### config.mk
export PLATFORM = sky130hd
export DESIGN_NAME = qvr_mul
export DESIGN_NICKNAME = d
export VERILOG_FILES = /design/src/rtl/core/qvr_pkg.sv /design/src/rtl/core/qvr_mul.sv
export SDC_FILE = /design/constraint.sdc
export NUM_CORES = 2
export LEC_CHECK = 0
export BUFFER_PORTS_ARGS = -buffer_cell sky130_fd_sc_hd__buf_4
export CAP_MARGIN = 20
export CORE_UTILIZATION = 50
export CTS_BUF_LIST = sky130_fd_sc_hd__clkbuf_4 sky130_fd_sc_hd__clkbuf_8
export CTS_CLUSTER_DIAMETER = 60
export DETAILED_ROUTE_END_ITERATION = 8
export GPL_TIMING_DRIVEN = 0
export PLACE_DENSITY_LB_ADDON = 0.2
export REMOVE_ABC_BUFFERS = 1
export SYNTH_ARGS = -nofsm -noshare
export SYNTH_HDL_FRONTEND = slang
export SYNTH_SLANG_ARGS = --single-unit
### constraint.sdc
create_clock -name i_clk -period 10.58 [get_ports i_clk]
set_input_delay 0.529 -clock i_clk [delete_from_list [all_inputs] [get_ports i_clk]]
set_output_delay 0.529 -clock i_clk [all_outputs]
set_load 0.03 [all_outputs]
### src/rtl/core/qvr_pkg.sv
// Shared constants for the quaternion vector rotation block.
// No dependencies; used by the multiplier and the top level.
package qvr_pkg;

    // Width of one limb of a split multiplication (one hard multiplier input).
    localparam int LIMB_W = 32;

    // Pipeline registers a beat passes besides the divider stages, in order:
    // front multipliers, combine, back multipliers, sum, magnitude, dividend set-up
    // and the final clamp.
    localparam int FIXED_STAGES = 9;

endpackage

### src/rtl/core/qvr_mul.sv
// Two-stage signed multiplier built from limb-sized partial products.
// Depends on qvr_pkg for the limb width.
module qvr_mul #(
    parameter int AW = 32,
    parameter int BW = 32
) (
    input  logic                  i_clk,
    input  logic                  i_en,
    input  logic signed [AW-1:0]  i_a,
    input  logic signed [BW-1:0]  i_b,
    output logic signed [AW+BW-1:0] o_p
);
    localparam int LW = qvr_pkg::LIMB_W;
    localparam int NA = (AW + LW - 1) / LW;
    localparam int NB = (BW + LW - 1) / LW;
    localparam int PW = (NA + NB) * LW;

    logic signed [NA*LW-1:0]   a_ext;
    logic signed [NB*LW-1:0]   b_ext;
    logic signed [LW:0]        a_limb [NA];
    logic signed [LW:0]        b_limb [NB];
    logic signed [2*LW+1:0]    r_pp [NA][NB];
    logic signed [PW-1:0]      pp_sum;
    logic signed [AW+BW-1:0]   r_p;

    assign a_ext = (NA*LW)'(i_a);
    assign b_ext = (NB*LW)'(i_b);

    // Lower limbs are unsigned, the top limb carries the sign.
    always_comb begin
        for (int i = 0; i < NA; i++) begin
            if (i == NA - 1) begin
                a_limb[i] = {a_ext[i*LW+LW-1], a_ext[i*LW +: LW]};
            end else begin
                a_limb[i] = {1'b0, a_ext[i*LW +: LW]};
            end
        end
        for (int j = 0; j < NB; j++) begin
            if (j == NB - 1) begin
                b_limb[j] = {b_ext[j*LW+LW-1], b_ext[j*LW +: LW]};
            end else begin
                b_limb[j] = {1'b0, b_ext[j*LW +: LW]};
            end
        end
    end

    // First stage: one limb product per hard multiplier.
    always_ff @(posedge i_clk) begin
        if (i_en) begin
            for (int i = 0; i < NA; i++) begin
                for (int j = 0; j < NB; j++) begin
                    r_pp[i][j] <= a_limb[i] * b_limb[j];
                end
            end
        end
    end

    // Second stage: align and add the partial products.
    always_comb begin
        pp_sum = '0;
        for (int i = 0; i < NA; i++) begin
            for (int j = 0; j < NB; j++) begin
                pp_sum = pp_sum + (PW'(r_pp[i][j]) <<< (LW * (i + j)));
            end
        end
    end

    always_ff @(posedge i_clk) begin
        if (i_en) begin
            r_p <= pp_sum[AW+BW-1:0];
        end
    end

    assign o_p = r_p;

endmodule

[Word-level counts from Yosys, hierarchy flattened]
Memories as Yosys holds them, arrays and structs flattened. A register that Yosys moved wholly into a read port is not among the register bits.
Cells that the tools add are included.
Word-level totals
  register bits: 0
  RAM bits: 66
  input bits: 66
  output and inout port bits: 64
  logic and storage cells: 4
  memories: 1
Memories
  r_pp: words 1, width 66, read ports 1, clocked after Yosys merged registers in 1, write ports 1, line qvr_mul.sv:22  | logic signed [2*LW+1:0] r_pp [NA][NB];
Operators by class
  multiply operators: 1
  mux-type cells: 2
Operator list (number)
  32-bit by 32-bit multiplier with 64-bit output: 1
  1-bit two-way mux: 2

[Depth between registers and ports, before layout]
  depth after elaboration: 2
  mapped depth: 29
  gate-level depth less buffers: 27

[Least setup slack after synthesis]
Ideal clock, no wire load.
  path type: input to register
  from: in i_a[31]
  to: mem r_pp[0][59] (netlist bit) (data pin)
  library setup time: 0.259 ns
  arrival time: 7.670 ns
  data required time: 10.321 ns
  setup slack: 2.650 ns
  stages: 27
  path buffers: 2
  cells stage by stage: clkbuf_1 -> nand2_1 -> inv_1 -> fa_1 -> inv_1 -> fa_1 -> inv_1 -> fa_1 -> fa_1 -> inv_1 -> fa_1 -> inv_1 -> fa_1 -> inv_1 -> fa_1 -> inv_1 -> fa_1 -> ha_1 -> clkbuf_1 -> and4_1 -> and2_1 -> a221o_1 -> a21o_1 -> o211a_1 -> o21a_1 -> nor2_1 -> xnor2_1
On the way
  word-level cells in the longest chain between the ends: 1
Ends and longest elaborated chain
  start, declared: line qvr_mul.sv:9  | input logic signed [AW-1:0] i_a,
  32-bit by 32-bit multiplier with 64-bit output: line qvr_mul.sv:52  | r_pp[i][j] <= a_limb[i] * b_limb[j];
  end, declared: line qvr_mul.sv:22
Every way passes these cells.

[Worst setup path in the final report]
  from: in i_b[5]
  to: mem r_pp[0][59] (netlist bit) (data pin)
On the way
  word-level cells in the longest chain between the ends: 1
Ends and longest elaborated chain
  start, declared: line qvr_mul.sv:10  | input logic signed [BW-1:0] i_b,
  32-bit by 32-bit multiplier with 64-bit output: line qvr_mul.sv:52
Every way passes these cells.

==> results.py <==
metrics = {
    "drt": {
        "drcViolationCount": 0,
        "ant_nets": 0,
        "first_pass_iters": 5,
        "vias_per_cell": 5.30,
        "routedWlPerCell_um": 20.0,
        "drt_iter0_drc": 1511,
        "via_count": 26500,
        "wirelength_mm": 100,
    },
    "die": {
        "coreArea_mm2": 0.0790,
        "rows": 103,
        "die_area_mm2": 0.0809,
        "die_x_um": 284,
        "die_y_um": 284,
        "start_util": 0.505,
        "io_pins": 130,
    },
    "clocking": {
        "post_cts_resized": 0,
        "clock_latency_ps": 510,
        "clk_pin_slew_ps": 110,
        "cts_inserted_buffers": 17,
        "tritoncts": "yes",
        "cts.sinks": 128,
        "cts_buffer_depth": 2,
        "hold_buffers": 0,
        "root_buffer": "clkbuf_8",
        "htree_levels": 4,
        "postCtsSetupRepairBufs": 0,
    },
    "status": {
        "outcome": "completed",
    },
    "setup_path": {
        "cp-end-kind": "flop",
        "r2r_start": "r_pp[0][39]",
        "critPathRequiredTime_ps": 10870,
        "cp_top_family": "adder cells",
        "worst_ep_arrival_time_ps": 8860,
        "rrSetupSlack_ps": 9790,
        "cpMaxStageDelayCell": "fa_1",
        "cp_max_fo": 32,
        "cp_slowest_stage_delay_ps": 920,
        "start_kind": "primary input",
        "path_class": "primary input to flop",
        "timing.critical_path.mode_cell": "fa_1",
        "critPathBufInv": 8,
        "crit_start": "i_b[5]",
    },
    "final_layout": {
        "drive_gt1_frac": 0.0436,
        "n_antenna_cell": 0,
        "nets": 5264,
        "fillCellCount": 7154,
        "syn2layout_area_growth_pct": 4.89,
    },
    "timing": {
        "clock.fmax_mhz": 117,
        "worstMarginPinSlew_ps": 1110,
        "hold_viol_final": 0,
        "drv_slew": 0,
        "min_period_ps": 8570,
        "rsz0062_at_grt": "false",
        "setup_tns_ps": 0,
        "finalClockSkew_ps": 21.5,
        "setup_viol": 0,
        "relSlewSlack": 0.259,
        "fin_crit_sh": 0.810,
    },
    "synth": {
        "syn_area_per_cell_um2": 9.99,
        "netlist_area_mm2": 0.0399,
        "synth_ff_type": "edfxtp_1",
        "ys_seq_elements": 128,
        "synth-edff-count": 128,
        "seq_area_frac_synth": 0.0964,
        "synth_cells": 3992,
        "ys_types": 50,
        "synthArstFlopShare": 0,
        "yosysWarnings": 0,
    },
    "place": {
        "io_buffers": 129,
        "gp_congestion": 0.917,
        "dp.final_hpwl_mm": 78.3,
    },
    "job": {
        "maxCapViolCount": 0,
    },
    "min_path": {
        "min_path_type": "flop to flop",
        "hold_start": "r_pp[0][2]",
    },
    "grt": {
        "antenna_found_initial": 4,
        "gr-usage-all-layers": 0.263,
        "grt_pass1_vias": 29500,
        "grt_overflow_total": 0,
        "grt_max_degree": 77,
        "grt_pass1_wl_mm": 163,
    },
}
## layout make-up
cell class / instances / area, um2 / share of cell area
Clock buffer: 17 / 234 / 0.00559
Inverter: 947 / 3550 / 0.0850
Sequential cell: 128 / 3840 / 0.0919
Tap cell: 1050 / 1310 / 0.0314
Clock inverter: 15 / 185 / 0.00443
Multi-Input combinational cell: 2708 / 31700 / 0.758
Timing Repair Buffer: 130 / 1000 / 0.0239
## layout by cell type (no fill, tap or decap), types with 5 or more instances in the layout
cell type  count
clkbuf_8      17
nand3_1       13
o21ai_0       39
edfxtp_1     128
inv_1        947
nand4_1       10
fa_1        1081
ha_1         184
nor2_1        58
o21a_1         7
and2_1       519
a21oi_1       73
inv_8          7
nand2_1      521
xor2_1        19
a211oi_1       5
nand2b_1      13
a21o_1        23
nor3_1        10
a31oi_1        5
o21bai_1      12
o21ai_1        7
buf_4        128
o211ai_1       5
xnor2_1       52
## routing by layer
| layer | wire, um | vias up | part of all wire | track usage |
|---|---|---|---|---|
| met3 | 4790 | 147 | 0.048 | 0.0283 |
| met1 | 40800 | 14200 | 0.41 | 0.347 |
| met4 | 2470 | 0 | 0.025 | 0.0659 |
| met2 | 51900 | 742 | 0.52 | 0.466 |
| li1 | - | 11400 | - | - |
| met5 | 0 | - | 0 | 0 |
## registers in the layout (all words and copies together) (netlist names)
name,cells
o_p,64
r_pp,64
## path summary, 6_finish.rpt
| kind | to | cells after the start |
|---|---|---|
| hold reg to reg | o_p[2] | 0 |
| setup / recovery | r_pp[0][59] | 27 |
| hold / removal | o_p[2] | 0 |
| setup reg to reg | o_p[39] | 0 |
## cell usage after synthesis (all sizes together), types with 19 or more instances
cell / n / area (um2)
nor2: 58 / 218
o21ai: 47 / 239
xor2: 19 / 166
clkbuf: 208 / 781
a21o: 23 / 173
and2: 519 / 3250
xnor2: 52 / 455
ha: 184 / 2300
inv: 947 / 3550
nand2: 521 / 1960
edfxtp: 128 / 3840
fa: 1082 / 21700
a21oi: 75 / 383
## logic make-up (layout without fill, tap and decap cells)
logic type,after synthesis,after routing,synth area share
xor+xnor,71,71,0.0156
compound gates,205,205,0.0322
flops,128,128,0.0964
simple gates,1166,1166,0.146
fa+ha+maj,1266,1266,0.601
buf+inv,1156,1109,0.109
## per-stage QoR
step,std cells,hold slack (ps),setup WS [ps],utilization,area (um2)
floorplan,3783,400,2950,-,39100
global placement,4962,401,1500,0.524,41400
detailed placement,4963,405,1480,0.524,41400
CTS,4995,410,2010,0.529,41800
global route,4995,422,1450,0.529,41800
finish,4995,412,2010,0.529,41800
Power is not shown: default switching activity piles up to over one toggle a cycle in this logic, so the estimate is an artifact.
